### src/rtl/core/priority_periodic_task_dispatcher_unit_defines.svh
// ----------------------------------------------------------------------------
// Assertion macros shared by the dispatcher RTL
// Clocked on clk, silenced while rst is high.
// ----------------------------------------------------------------------------
`ifndef PRIORITY_PERIODIC_TASK_DISPATCHER_UNIT_DEFINES_SVH
`define PRIORITY_PERIODIC_TASK_DISPATCHER_UNIT_DEFINES_SVH

// consequent must hold in the same cycle as the antecedent
`define PPT_ASSERT_SAME(lbl, ante, cons, msg) \
  lbl: assert property (@(posedge clk) disable iff (rst) (ante) |-> (cons)) \
    else $error(msg);

// consequent must hold in the cycle after the antecedent
`define PPT_ASSERT_NEXT(lbl, ante, cons, msg) \
  lbl: assert property (@(posedge clk) disable iff (rst) (ante) |=> (cons)) \
    else $error(msg);

`endif

### src/rtl/core/ppt_pkg.sv
// ----------------------------------------------------------------------------
// ppt_pkg
// Item types and codes of the priority periodic task dispatcher.
// ----------------------------------------------------------------------------
`default_nettype none

package ppt_pkg;

  // action codes of an input item
  localparam logic [1:0] ACT_TICK   = 2'd0;
  localparam logic [1:0] ACT_CREATE = 2'd1;
  localparam logic [1:0] ACT_SET    = 2'd2;
  localparam logic [1:0] ACT_NONE   = 2'd3;

  // result kinds
  localparam logic [1:0] KIND_ACK  = 2'd0;
  localparam logic [1:0] KIND_FIRE = 2'd1;
  localparam logic [1:0] KIND_ERR  = 2'd2;

  // result status codes
  localparam logic [1:0] STAT_OK      = 2'd0;
  localparam logic [1:0] STAT_FULL    = 2'd1;
  localparam logic [1:0] STAT_UNKNOWN = 2'd2;

  // at most this many fired results per tick
  localparam int MAX_RESULTS = 8;
  localparam int EMIT_W      = $clog2(MAX_RESULTS);

  // command queue between front and back
  localparam int QUEUE_DEPTH = 2;
  localparam int QPTR_W      = $clog2(QUEUE_DEPTH);
  localparam int QCNT_W      = $clog2(QUEUE_DEPTH + 1);

  typedef struct packed {
    logic [1:0] action;
    logic [7:0] priority_req;
    logic [7:0] period;
    logic [2:0] task_id;
  } in_item_t;

  typedef struct packed {
    logic [1:0] kind;
    logic [2:0] fired_task;
    logic [1:0] status;
    logic       last;
  } out_item_t;

  // classified command as queued for the back end
  typedef struct packed {
    logic [1:0] op;
    logic [7:0] prio;
    logic [7:0] period;
    logic [2:0] id;
  } cmd_t;

  // queue head as seen by the back end
  typedef struct packed {
    logic valid;
    cmd_t cmd;
  } queue_head_t;

endpackage

`default_nettype wire

### src/rtl/core/ppt_front.sv
// ----------------------------------------------------------------------------
// ppt_front
// Accepts items, drops unused actions and queues commands for the back end.
// ----------------------------------------------------------------------------
`default_nettype none

module ppt_front (
  input  wire logic              clk,
  input  wire logic              rst,
  input  wire logic              cmd_valid,
  output logic                   cmd_ready,
  input  wire ppt_pkg::in_item_t cmd,
  output ppt_pkg::queue_head_t   head,
  input  wire logic              pop
);
  import ppt_pkg::*;

  cmd_t               q_data [QUEUE_DEPTH];
  logic [QPTR_W-1:0]  wr_ptr;
  logic [QPTR_W-1:0]  rd_ptr;
  logic [QCNT_W-1:0]  q_count;
  logic [QCNT_W-1:0]  q_count_next;
  logic               push;
  logic               do_pop;
  cmd_t               cmd_class;

  // room in the queue means the item can be taken
  assign cmd_ready = (q_count != QCNT_W'(QUEUE_DEPTH));

  // unused action is taken and dropped
  assign push   = cmd_valid && cmd_ready && (cmd.action != ACT_NONE);
  assign do_pop = pop && (q_count != '0);

  // classify the item into a command
  always_comb begin
    cmd_class.op     = cmd.action;
    cmd_class.prio   = cmd.priority_req;
    cmd_class.period = cmd.period;
    cmd_class.id     = cmd.task_id;
  end

  // occupancy update
  always_comb begin
    case ({push, do_pop})
      2'b10:   q_count_next = q_count + QCNT_W'(1);
      2'b01:   q_count_next = q_count - QCNT_W'(1);
      default: q_count_next = q_count;
    endcase
  end

  // pointers and count
  always_ff @(posedge clk) begin
    if (rst) begin
      wr_ptr  <= '0;
      rd_ptr  <= '0;
      q_count <= '0;
    end else begin
      if (push) begin
        wr_ptr <= wr_ptr + QPTR_W'(1);
      end
      if (do_pop) begin
        rd_ptr <= rd_ptr + QPTR_W'(1);
      end
      q_count <= q_count_next;
    end
  end

  // queue storage
  always_ff @(posedge clk) begin
    if (push) begin
      q_data[wr_ptr] <= cmd_class;
    end
  end

  assign head.valid = (q_count != '0);
  assign head.cmd   = q_data[rd_ptr];

endmodule

`default_nettype wire

### src/rtl/core/ppt_back.sv
// ----------------------------------------------------------------------------
// ppt_back
// Task table, tick engine and result register of the dispatcher.
// ----------------------------------------------------------------------------
`default_nettype none

`include "priority_periodic_task_dispatcher_unit_defines.svh"

module ppt_back #(
  parameter int MAX_TASKS = 8
) (
  input  wire logic                 clk,
  input  wire logic                 rst,
  input  wire ppt_pkg::queue_head_t head,
  output logic                      pop,
  output logic                      res_valid,
  input  wire logic                 res_ready,
  output ppt_pkg::out_item_t        res
);
  import ppt_pkg::*;

  localparam int IDX_W = (MAX_TASKS > 1) ? $clog2(MAX_TASKS) : 1;
  localparam int CNT_W = $clog2(MAX_TASKS + 1);

  localparam logic [1:0] ST_IDLE = 2'd0;
  localparam logic [1:0] ST_SCAN = 2'd1;
  localparam logic [1:0] ST_EMIT = 2'd2;

  logic [7:0]           task_prio      [MAX_TASKS];
  logic [7:0]           task_period    [MAX_TASKS];
  logic [7:0]           task_countdown [MAX_TASKS];
  logic [CNT_W-1:0]     task_count;

  logic [1:0]           state;
  logic [MAX_TASKS-1:0] remain;
  logic [MAX_TASKS-1:0] fired;
  logic [MAX_TASKS-1:0] remain_after;
  logic [IDX_W-1:0]     cursor;
  logic [IDX_W-1:0]     best_id;
  logic [7:0]           best_prio;
  logic                 best_valid;
  logic [EMIT_W-1:0]    emitted;

  logic                 out_free;
  logic                 full;
  logic                 id_unknown;
  logic                 take;
  logic                 emit_last;
  logic                 do_emit;
  logic                 ack_pop;

  assign out_free   = !res_valid || res_ready;
  assign pop        = (state == ST_IDLE) && head.valid && out_free;
  assign full       = (task_count == CNT_W'(MAX_TASKS));
  assign id_unknown = ({2'b00, head.cmd.id} >= 5'(task_count));

  // tasks due on this tick
  always_comb begin
    for (int i = 0; i < MAX_TASKS; i++) begin
      fired[i] = (CNT_W'(i) < task_count) && (task_countdown[i] == 8'd0);
    end
  end

  // single reply item: create, set, or a tick where nothing fires
  assign ack_pop = pop && !(head.cmd.op == ACT_TICK && fired != '0);

  // candidate at the scan cursor beats the best so far
  assign take = remain[cursor] && (!best_valid || (task_prio[cursor] > best_prio));

  // emit step of the ordered dispatch
  assign remain_after = remain & ~(MAX_TASKS'(1) << best_id);
  assign emit_last    = (remain_after == '0) || (emitted == EMIT_W'(MAX_RESULTS - 1));
  assign do_emit      = (state == ST_EMIT) && out_free;

  // control: sequencer and task count
  always_ff @(posedge clk) begin
    if (rst) begin
      state      <= ST_IDLE;
      task_count <= '0;
      remain     <= '0;
      cursor     <= '0;
      best_valid <= 1'b0;
      emitted    <= '0;
    end else begin
      case (state)
        ST_IDLE: begin
          if (pop) begin
            if (head.cmd.op == ACT_CREATE && !full) begin
              task_count <= task_count + CNT_W'(1);
            end
            if (head.cmd.op == ACT_TICK && fired != '0) begin
              remain     <= fired;
              cursor     <= '0;
              best_valid <= 1'b0;
              emitted    <= '0;
              state      <= ST_SCAN;
            end
          end
        end
        ST_SCAN: begin
          if (take) begin
            best_valid <= 1'b1;
          end
          cursor <= cursor + IDX_W'(1);
          if (cursor == IDX_W'(MAX_TASKS - 1)) begin
            state <= ST_EMIT;
          end
        end
        ST_EMIT: begin
          if (do_emit) begin
            remain     <= remain_after;
            emitted    <= emitted + EMIT_W'(1);
            cursor     <= '0;
            best_valid <= 1'b0;
            state      <= emit_last ? ST_IDLE : ST_SCAN;
          end
        end
        default: begin
          state <= ST_IDLE;
        end
      endcase
    end
  end

  // best candidate of the current scan
  always_ff @(posedge clk) begin
    if (state == ST_SCAN && take) begin
      best_id   <= cursor;
      best_prio <= task_prio[cursor];
    end
  end

  // task table writes
  always_ff @(posedge clk) begin
    if (pop && head.cmd.op == ACT_CREATE && !full) begin
      task_prio[IDX_W'(task_count)]      <= head.cmd.prio;
      task_period[IDX_W'(task_count)]    <= head.cmd.period;
      task_countdown[IDX_W'(task_count)] <= head.cmd.period;
    end
    if (pop && head.cmd.op == ACT_SET && !id_unknown) begin
      task_prio[IDX_W'(head.cmd.id)] <= head.cmd.prio;
    end
    if (pop && head.cmd.op == ACT_TICK) begin
      for (int i = 0; i < MAX_TASKS; i++) begin
        if (CNT_W'(i) < task_count) begin
          task_countdown[i] <= fired[i] ? task_period[i] : task_countdown[i] - 8'd1;
        end
      end
    end
  end

  // result register
  always_ff @(posedge clk) begin
    if (rst) begin
      res_valid <= 1'b0;
    end else begin
      if (res_ready) begin
        res_valid <= 1'b0;
      end
      if (ack_pop) begin
        res_valid <= 1'b1;
      end
      if (do_emit) begin
        res_valid <= 1'b1;
      end
    end
  end

  always_ff @(posedge clk) begin
    if (ack_pop) begin
      res.last <= 1'b1;
      case (head.cmd.op)
        ACT_CREATE: begin
          res.kind       <= full ? KIND_ERR : KIND_ACK;
          res.status     <= full ? STAT_FULL : STAT_OK;
          res.fired_task <= full ? 3'd0 : 3'(task_count);
        end
        ACT_SET: begin
          res.kind       <= id_unknown ? KIND_ERR : KIND_ACK;
          res.status     <= id_unknown ? STAT_UNKNOWN : STAT_OK;
          res.fired_task <= head.cmd.id;
        end
        default: begin
          // tick: only the nothing-fired item comes from here
          res.kind       <= KIND_ACK;
          res.status     <= STAT_OK;
          res.fired_task <= 3'd0;
        end
      endcase
    end
    if (do_emit) begin
      res.kind       <= KIND_FIRE;
      res.status     <= STAT_OK;
      res.fired_task <= 3'(best_id);
      res.last       <= emit_last;
    end
  end

  // checks
  `PPT_ASSERT_SAME(a_emit_has_pick, state == ST_EMIT, best_valid && remain[best_id],
    "emit without a picked remaining task")
  `PPT_ASSERT_SAME(a_count_bound, 1'b1, task_count <= CNT_W'(MAX_TASKS),
    "task count beyond table size")
  `PPT_ASSERT_NEXT(a_more_follows,
    res_valid && res_ready && res.kind == KIND_FIRE && !res.last,
    res_valid || state != ST_IDLE,
    "dispatch ended before last item")
  `PPT_ASSERT_SAME(a_no_pop_busy, state != ST_IDLE, !pop,
    "command taken while a tick is in progress")

endmodule

`default_nettype wire

### src/rtl/core/priority_periodic_task_dispatcher_unit.sv
// ----------------------------------------------------------------------------
// priority_periodic_task_dispatcher_unit
// Fixed-priority periodic task table with create, set-priority and tick.
// ----------------------------------------------------------------------------
//
//   channel  signals                      carries
//   -------  ---------------------------  -----------------------------------
//   command  cmd_valid / cmd_ready / cmd  action, priority_req, period, task_id
//   result   res_valid / res_ready / res  kind, fired_task, status, last
//
// create and set priority take effect when the back end pops the item.
// a tick reloads and counts down all created tasks at once, then a scan of
// the priority table finds the next fired task in order, one entry per cycle,
// and an emit step sends it once the result register is free.
// a two-entry command queue takes items while results stall; cmd_ready
// drops once it holds two.
// reset clears the task count, the queue and res_valid; no clearing pass of the table.
//
`default_nettype none

module priority_periodic_task_dispatcher_unit #(
  parameter int MAX_TASKS = 8
) (
  input  wire logic               clk,
  input  wire logic               rst,
  input  wire logic               cmd_valid,
  output logic                    cmd_ready,
  input  wire ppt_pkg::in_item_t  cmd,
  output logic                    res_valid,
  input  wire logic               res_ready,
  output ppt_pkg::out_item_t      res
);
  import ppt_pkg::*;

  queue_head_t head;
  logic        pop;

  // front: accept and classify
  ppt_front u_front (
    .clk       (clk),
    .rst       (rst),
    .cmd_valid (cmd_valid),
    .cmd_ready (cmd_ready),
    .cmd       (cmd),
    .head      (head),
    .pop       (pop)
  );

  // back: table and dispatch
  ppt_back #(
    .MAX_TASKS (MAX_TASKS)
  ) u_back (
    .clk       (clk),
    .rst       (rst),
    .head      (head),
    .pop       (pop),
    .res_valid (res_valid),
    .res_ready (res_ready),
    .res       (res)
  );

endmodule

`default_nettype wire
### config.mk
export PLATFORM = sky130hd
export DESIGN_NAME = priority_periodic_task_dispatcher_unit
export DESIGN_NICKNAME = d
export VERILOG_FILES = /design/src/rtl/core/ppt_pkg.sv /design/src/rtl/core/ppt_front.sv /design/src/rtl/core/ppt_back.sv /design/src/rtl/core/priority_periodic_task_dispatcher_unit.sv
export VERILOG_INCLUDE_DIRS = /design/src /design/src/rtl/core
export SDC_FILE = /design/constraint.sdc
export NUM_CORES = 1
export LEC_CHECK = 0
export BUFFER_PORTS_ARGS = -buffer_cell sky130_fd_sc_hd__buf_2
export CAP_MARGIN = 20
export CORE_MARGIN = 2
export CORE_UTILIZATION = 56
export DETAILED_ROUTE_END_ITERATION = 16
export MAX_ROUTING_LAYER = met4
export PLACE_DENSITY = 0.82
export SETUP_SLACK_MARGIN = 0.15
export SLEW_MARGIN = 20
export SYNTH_ARGS = -nofsm -noshare
export SYNTH_HDL_FRONTEND = slang
export SYNTH_HIERARCHICAL = 1
export SYNTH_SLANG_ARGS = --single-unit
### constraint.sdc
create_clock -name clk -period 3.1 [get_ports clk]
set_clock_uncertainty 0.15 [all_clocks]
set_input_delay 0.155 -clock clk [delete_from_list [all_inputs] [get_ports clk]]
set_output_delay 0.155 -clock clk [all_outputs]
set_load 0.005 [all_outputs]
==> flow_summary.toml, run 1 <==
[status]
status = "complete, no violations"

[sta]
drv_slew = 0
slew_headroom_pct = 46.1
fmax_ghz = 0.336
rsz0062_at_grt = "yes"
setup_tns_ps = 0
setup_viol_count_final = 0
hold_viol = 0
min_period_ps = 2970
worstMarginPinSlew_ps = 802
post-route-period-util_pct = 95.9

[finish]
syn2layout_area_growth_pct = 15.9
mostFrequentLayoutCell = "edfxtp_1"
regArea_sq_mm = 0.00816
final_nets = 1217
layout-drive-gt1-share_pct = 17.5
multi_input_area_sq_mm = 0.00473
final_cell_mix = "edfxtp_1, nand2_1, o21ai_0"
fill_cells = 1648
diodes = 0
fin_cells = 1494

[logic_synthesis]
synthFlopType = "edfxtp_1"
ys_warn_count = 6
ys_seq_area_share_pct = 62.2
synth_seq_cells = 283
syn-num-nets = 1129
synth_enable_flop_cells = 249
synth_area_sq_mm = 0.0131
synth_top_cell_area_share_pct = 57.0
synth-adder-area-share_pct = 3.62
async_flop_share_pct = 0
synthSimpleGateAreaFrac_pct = 12.4
synth.area.mux_share_pct = 6.51
yosys.area.top_type = "edfxtp_1"
synth.area.top_cells = "edfxtp_1, dfxtp_1, o21ai_0"
synthXorXnorAreaFrac_pct = 3.07
postSynthCellCount = 1066
avgSynthCellArea_sq_um = 12.3
synth_compound_area_share_pct = 9.55
synth_top_family_by_area = "simple AND/OR/NAND/NOR gates"
synth.distinct_cells = 61

[hold_path]
holdCritPathClass = "in -> reg"
hp-start = "cmd[6]"
hold_depth = 2
hold_end = "u_front/q_data[0][6]$_DFFE_PP_"

[route]
drt-pass1-iter-count = 6
detail_route.wl_per_cell_microns = 19.1
drt-total-wl_microns = 28600
drt_iter0_drc = 1065
via_per_inst = 5.89
via_count = 8800
drcViolationCount = 0
drtAntennaViolNets = 0

[grt]
grt_pass1_wl_microns = 44300
grt_pass1_vias = 8495
grt_util_all_layers_pct = 23.6
antenna_found_initial = 0
grt.overflow.total = 0
grt_max_degree = 29

[power_and_ir_drop]
p_comb_share_pct = 14.9
ir_drop_v = 0.000677
p_int_mw = 7.24
power_frac_clock_pct = 36.6
seqPwrFrac_pct = 48.4
sw_frac_of_total_pct = 25.1
power_density_mw_per_mm2 = 636
p_sw_mw = 2.42
leakage_nw = 5.66

[cts]
clk_latency_ps = 540
htreeDepth = 1
clockBufferDepth = 3
root_buffer = "clkbuf_16"
clkTransAtPathRegs_ps = 60
clock_sinks = 283
cts_tree = "done"
cts_made_buffers = 28

[critical_path]
reg2reg_to = "u_back/best_prio[0]$_DFFE_PP_"
start_kind = "flop"
crit_required_ps = 3240
crit_type = "reg -> reg"
cp-end-kind = "flop"
reg2reg_slack_ps = 130
cp_max_fo = 6
ff2ff_path_depth = 10
cp.arrival_ps = 3110

[floorplanning]
die_x_microns = 157
dieArea_sq_mm = 0.0247
ioPinCount = 35
core_sq_mm = 0.0233
die_h_microns = 157
rows = 56
initial_core_util_pct = 56.4

[place]
place_congestion = 0.960
dp_hpwl_microns = 17900
port_buffers = 34
dp.cells = 1411

[job]
maxCapViolations = 0
==> cell type report <==
class / count / share of cell area (%)
clock buffer: 38 / 5.06
clock inverter: 13 / 1.26
inverter: 44 / 1.09
multi-input combinational: 697 / 31.1
sequential: 283 / 53.7
tap: 319 / 2.63
timing repair buffer: 100 / 5.10
==> power by group through the flow <==
stage | registers (mW) | clock network, mW | logic (mW)
after global routing | 4.70 | 3.72 | 1.58
after detailed placement | 4.75 | 0 | 1.33
after global placement | 4.74 | 0 | 1.28
after floorplan | 4.73 | 0 | 0.886
final | 4.68 | 3.54 | 1.44
after CTS | 4.68 | 3.57 | 1.37
==> cell families after synthesis <==
logic type,after synthesis
XOR/XNOR,46
buffers and inverters,87
multiplexers,59
AO/OA/AOI/OAI,217
flip-flops,283
AND/OR/NAND/NOR,336
adder cells (fa/ha/maj),38
==> synthesized netlist by cell type (all sizes together), types with 11 or more instances <==
master	count
dfxtp	34
nor2	50
mux4	18
a21oi	36
o21ai	135
nand2	169
or3	14
ha	38
nand4	15
mux2i	11
mux2	30
xor2	17
buf	19
nor3	15
a21o	11
xnor2	29
inv	44
clkbuf	24
nand3	24
edfxtp	249
nand2b	16
==> sequential cells by signal (all words and copies together), names as in the netlist, named ones only <==
register / count
u_front/rd_ptr: 1
u_back/best_valid: 1
u_front/wr_ptr: 1
u_back/res: 8
u_back/best_id: 3
u_back/remain: 8
u_back/task_countdown: 64
u_back/emitted: 3
u_back/cursor: 3
u_back/task_count: 4
u_front/q_count: 2
u_back/res_valid: 1
u_back/task_period: 64
u_front/q_data: 42
u_back/task_prio: 64
u_back/state: 2
u_back/best_prio: 8
==> critical path, stage by stage, from the launching register on <==
cell and delay, ps:
dfxtp_4 380, buf_12 130, mux4_2 500, mux2_2 320, ha_1 300, nor2b_1 130, o21ai_0 140, nand2b_1 90
a21oi_2 220, nor3_4 70, o211a_4 300
==> per-layer routing <==
layer / part of all wire (%) / track usage [%] / up-vias
met5: 0 / - / -
met4: 2.9 / 7.23 / 0
met3: 8.3 / 4.10 / 87
met2: 47 / 36.5 / 416
met1: 42 / 32.5 / 4208
li1: - / - / 4089
==> repair_timing <==
| item | in CTS | in global routing |
|---|---|---|
| buffers inserted | 3 | 3 |
| hold buffers | 24 | 0 |
| pin swaps | 2 | 8 |
| endpoints found under the hold margin | 68 | 0 |
| resized for setup | 9 | 21 |
| gates cloned | 1 | 1 |
| endpoints found under the setup margin | 75 | 75 |
==> worst max-delay path by stage <==
stage	cells past startpoint	endpoint	slack (ps)
after global placement	10	u_back/best_id[2]$_DFFE_PP_	170
after floorplan	10	u_back/task_prio[2][0]$_DFFE_PP_	70
after CTS	9	u_back/best_id[0]$_DFFE_PP_	180
after global routing	10	u_back/best_prio[0]$_DFFE_PP_	50
after detailed placement	10	u_back/task_prio[1][7]$_DFFE_PP_	90
final	10	u_back/best_prio[0]$_DFFE_PP_	130
==> metrics by stage <==
stage / hold slack, ps / total power [mW] / cell area (sq um) / setup WS, ps / util (%)
2_1_floorplan: 74.1 / 5.61 / 13100 / 68.4 / -
3_3_place_gp: 192 / 6.02 / 13800 / 170 / 59.3
3_5_place_dp: 197 / 6.09 / 13800 / 89.3 / 59.3
4_1_cts: 169 / 9.62 / 15100 / 176 / 64.7
5_1_grt: 183 / 9.99 / 15200 / 50.7 / 65.3
6_report: 193 / 9.67 / 15200 / 126 / 65.3
(Power assumes the default switching activity.)
==> inputs of run 2 (changes only) <==
CORE_UTILIZATION = 59   (was 56)
CTS_BUF_LIST = sky130_fd_sc_hd__clkbuf_8   (was default)
PLACE_DENSITY = 0.85   (was 0.82)
SKIP_CTS_REPAIR_TIMING = 1   (was default)
==> run 2 against run 1 <==
  * Hold slack lost 24 ps
  * Sequential share of layout area grew 0.60 points
  * Routed wire length grew 2.5%
  * Combinational power grew 3%
  * Sequential power is essentially flat
  * Non-clock buffer count is the same
  * Clock power shrank 20%
  * Worst setup slack gained 29 ps
  * First-iteration DRC count shrank 1.1%
==> flow_summary.toml, run 2 (synthesis results as in run 1) <==
[critical_path]
start_kind = "flop"
reg2reg_to = "u_back/best_prio[4]$_DFFE_PP_"
crit_required_ps = 3250
cp-end-kind = "flop"
cp.arrival_ps = 3090
crit_family = "multiplexers"
crit_type = "reg -> reg"
reg2reg_slack_ps = 150
slowest_delay_ps = 500
crit_buf_inv = 2
crit_slowest_cell = "mux4_2"
ff2ff_path_depth = 9
crit_chain = "buf_12 -> buf_4 -> mux4_2 -> mux2_4 -> ha_4 -> nand4_1 -> nor2_4 -> o21ai_2 -> o211a_4"
cp_max_fo = 8

[sta]
rsz0062_at_grt = "no"
worstMarginPinSlew_ps = 747
hold_viol = 0
setup_viol_count_final = 0
worst_slack_ps = 155
min_period_ps = 2950
fmax_ghz = 0.340
slew_headroom_pct = 49.7
post-route-period-util_pct = 95.0
drv_slew = 0

[floorplanning]
ioPinCount = 35
dieArea_sq_mm = 0.0234
rows = 54
die_x_microns = 153
initial_core_util_pct = 60.1
die_h_microns = 153
core_sq_mm = 0.0218

[place]
dp_slack_ps = 1.94
place_congestion = 1.01
port_buffers = 34
dp_hpwl_microns = 18600
dpl-instance-area_sq_mm = 0.0137

[power_and_ir_drop]
power_frac_clock_pct = 31.4
p_sw_mw = 2.50
leakage_nw = 5.65
power_density_mw_per_mm2 = 598
seqPwrFrac_pct = 52.1
sw_frac_of_total_pct = 27.8
p_comb_share_pct = 16.6
p_int_mw = 6.50
ir_drop_v = 0.000553

[cts]
cts_made_buffers = 44
htreeDepth = 2
clkTransAtPathRegs_ps = 70
clockBufferDepth = 3
clock_sinks = 283
root_buffer = "clkbuf_8"
clk_latency_ps = 570
cts_tree = "done"

[finish]
final_nets = 1234
layout-drive-gt1-share_pct = 18.7
syn2layout_area_growth_pct = 14.6
stdcell_area_sq_mm = 0.0150
fill_cells = 1389
largest_registers = "u_back/task_countdown (64), u_back/task_period (64), u_back/task_prio (64)"
final_cell_mix = "edfxtp_1, nand2_1, o21ai_0"
regArea_sq_mm = 0.00816
diodes = 0
mostFrequentLayoutCell = "edfxtp_1"
multi_input_area_sq_mm = 0.00479

[hold_path]
hold_depth = 2
hold_end = "u_front/q_data[1][17]$_DFFE_PP_"
hp-start = "cmd[17]"
holdCritPathClass = "in -> reg"

[job]
maxCapViolations = 0

[grt]
grt_pass1_vias = 8687
antenna_found_initial = 0
grt_max_degree = 29
grt.overflow.total = 0
grt_pass1_wl_microns = 43900
grt_util_all_layers_pct = 24.1

[status]
status = "complete, no violations"

[route]
drtAntennaViolNets = 0
via_count = 8980
via_per_inst = 6.05
detail_route.wl_per_cell_microns = 19.7
drt-total-wl_microns = 29300
drt-pass1-iter-count = 8
drt_iter0_drc = 1053
drcViolationCount = 0
run 2: metrics by stage:
step | util (%) | TNS [ps] | std cells | power, mW | hold WS [ps]
floorplan | - | 0 | 1066 | 5.61 | 74.1
global placement | 62.9 | 0 | 1370 | 6.03 | 193
detailed placement | 62.9 | 0 | 1370 | 6.11 | 196
CTS | 66.5 | -184 | 1450 | 8.89 | -392
global route | 68.9 | 0 | 1485 | 9.33 | 131
finish | 68.9 | 0 | 1485 | 8.99 | 169
run 2: worst max path at each step:
| stage | startpoint | endpoint | slack, ps | depth (start not counted) |
|---|---|---|---|---|
| after floorplan | flop | u_back/task_prio[2][0]$_DFFE_PP_ | 70 | 10 |
| after global placement | flop | u_back/best_id[2]$_DFFE_PP_ | 180 | 9 |
| after detailed placement | flop | u_back/best_prio[4]$_DFFE_PP_ | 2 | 10 |
| after CTS | flop | u_back/best_prio[4]$_DFFE_PP_ | -20 | 10 |
| after global routing | flop | u_back/task_prio[1][4]$_DFFE_PP_ | 70 | 10 |
| final | flop | u_back/best_prio[4]$_DFFE_PP_ | 150 | 9 |
run 2: metal layers:
metal / global-route usage, % / wire (microns) / part of all wire [%] / up-vias
li1: - / - / - / 4136
met1: 31.8 / 11800 / 40 / 4260
met5: - / 0 / 0 / -
met4: 8.42 / 983 / 3.4 / 0
met3: 4.82 / 2440 / 8.3 / 103
met2: 37.7 / 14100 / 48 / 481
run 2: power groups by stage:
stage	Clock [mW]	Sequential, mW	Combinational (mW)
6_report	2.82	4.68	1.49
2_1_floorplan	0	4.73	0.886
5_1_grt	3.00	4.70	1.63
3_3_place_gp	0	4.74	1.29
3_5_place_dp	0	4.75	1.36
4_1_cts	2.85	4.68	1.37
run 2: area by class of cell:
class                           instances  share of cell area [%]
Tap cell                              280                    2.33
Clock buffer                           46                    4.21
Timing Repair Buffer                  100                    5.11
Multi-Input combinational cell        698                    31.9
Sequential cell                       283                    54.3
Clock inverter                         34                    1.03
Inverter                               44                    1.10
==> inputs of run 3 (changes only) <==
CORE_UTILIZATION = 50   (was 59)
CTS_BUF_LIST = default   (was sky130_fd_sc_hd__clkbuf_8)
PLACE_DENSITY = 0.75   (was 0.85)
==> run 3 against run 2 <==
  * Worst setup slack better by 46 ps
  * Sequential cell count stayed put
  * Routed wire length is 6.7% lower
  * Critical endpoint is now u_back/best_prio[5]$_DFFE_PP_
  * Design area is 0.85% higher
  * Total power is 5.8% higher
==> flow_summary.toml, run 3 (synthesis results as in run 1) <==
[grt]
grt.overflow.total = 0
grt_pass1_vias = 8183
grt_util_all_layers_pct = 19.8
grt_max_degree = 29
grt_pass1_wl_microns = 43100
antenna_found_initial = 1

[floorplanning]
initial_core_util_pct = 50.6
dieArea_sq_mm = 0.0275
core_sq_mm = 0.0259
die_x_microns = 166
ioPinCount = 35
die_h_microns = 166
rows = 59

[finish]
stdcell_area_sq_mm = 0.0152
layout-drive-gt1-share_pct = 18.2
syn2layout_area_growth_pct = 15.5
largest_registers = "u_back/task_countdown (64), u_back/task_period (64), u_back/task_prio (64)"
mostFrequentLayoutCell = "edfxtp_1"
final_nets = 1223
final_cell_mix = "edfxtp_1, nand2_1, o21ai_0"
postLayoutCoreUtil_pct = 58.5
fill_cells = 1994

[route]
drtAntennaViolNets = 0
drt_iter0_drc = 1033
drt-pass1-iter-count = 5
drt-total-wl_microns = 27300
via_count = 8588
drcViolationCount = 0
detail_route.wl_per_cell_microns = 18.0
via_per_inst = 5.66

[power_and_ir_drop]
p_sw_mw = 2.40
power_frac_clock_pct = 36.0
sw_frac_of_total_pct = 25.2
p_comb_share_pct = 14.8
seqPwrFrac_pct = 49.2
power_density_mw_per_mm2 = 628
ir_drop_v = 0.000629
p_int_mw = 7.12
leakage_nw = 5.66

[sta]
setup_tns_ps = 0
slew_headroom_pct = 48.6
min_period_ps = 2900
rsz0062_at_grt = "no"
timing.hold.ws_ps = 191
drv_slew = 0
hold_viol = 0
post-route-period-util_pct = 93.5
setup_viol_count_final = 0
worstMarginPinSlew_ps = 764
fmax_ghz = 0.345

[critical_path]
start_kind = "flop"
crit_type = "reg -> reg"
crit_chain = "buf_12 -> buf_4 -> mux4_2 -> mux2_2 -> ha_1 -> a21o_1 -> a21o_1 -> a21oi_2 -> o21ai_2 -> o211a_4"
cp_max_fo = 15
cp.arrival_ps = 3040
crit_required_ps = 3240
cp-end-kind = "flop"
crit_slowest_cell = "mux4_2"
slowest_delay_ps = 490
path_common_cell = "a21o_1"

[cts]
cts_tree = "done"
cts_made_buffers = 29
clkTransAtPathRegs_ps = 60
clock_sinks = 283
clk_latency_ps = 530
htreeDepth = 1
clockBufferDepth = 3
root_buffer = "clkbuf_16"

[hold_path]
hp-start = "cmd[9]"
holdCritPathClass = "in -> reg"

[place]
place_congestion = 0.950
dp_hpwl_microns = 18100
port_buffers = 34
dpl-instance-area_sq_mm = 0.0138

[job]
maxCapViolations = 0

[status]
status = "complete, no violations"
## run 3: cell count changes in the layout (fill, tap and decap cells not counted), moves of 4 or more
cell,previous run,this run
clkinv_1,10,3
clkbuf_8,46,3
ha_1,33,38
inv_1,59,44
clkbuf_16,1,29
ha_4,5,0
clkbuf_1,0,4
buf_4,38,45
## run 3: through the flow
| stage | total power [mW] | worst slack (ps) | instances |
|---|---|---|---|
| after CTS | 9.52 | 82.5 | 1480 |
| after floorplan | 5.61 | 68.4 | 1066 |
| after global routing | 9.92 | 113 | 1517 |
| after detailed placement | 6.09 | 99.5 | 1428 |
| after global placement | 6.03 | 158 | 1428 |
| final | 9.52 | 200 | 1517 |
## run 3: final timing paths
check,endpoint,slack [ps],depth (start not counted)
worst min-delay path,u_front/q_data[1][9]$_DFFE_PP_,190,2
worst max-delay path,u_back/best_prio[5]$_DFFE_PP_,200,10
worst max register to register,u_back/best_prio[5]$_DFFE_PP_,200,10
worst min register to register,u_back/res[6]$_SDFFE_PP1P_,300,1
## run 3: routing by layer
| layer | vias up | track usage (%) | wire length [microns] |
|---|---|---|---|
| li1 | 4100 | - | - |
| met3 | 44 | 4.17 | 2090 |
| met1 | 4130 | 27.7 | 12100 |
| met5 | - | - | 0 |
| met4 | 0 | 4.20 | 429 |
| met2 | 314 | 30.2 | 12700 |
## run 3: worst max-delay path: cells and delay by family, from the launching register on
kind	cells	cell delay (ps)
AO/OA/AOI/OAI	5	890
multiplexers	2	790
buffers and inverters	2	270
flip-flops	1	340
adder cells (fa/ha/maj)	1	210
## run 3: area by class of cell
class | instances | area (sq um) | area share, %
flip-flops and latches | 283 | 8160 | 53.9
multi-input cells | 698 | 4690 | 31.0
clock buffers | 36 | 782 | 5.16
repair buffers | 104 | 768 | 5.07
well taps | 335 | 419 | 2.77
inverters | 44 | 165 | 1.09
clock inverters | 16 | 164 | 1.08
diodes | 1 | 2.50 | 0.0165
## run 3: power groups by stage
stage,Sequential [mW],Clock [mW],Combinational [mW]
global route,4.70,3.66,1.57
detailed placement,4.75,0,1.34
floorplan,4.73,0,0.886
CTS,4.67,3.49,1.35
global placement,4.74,0,1.29
finish,4.68,3.43,1.41
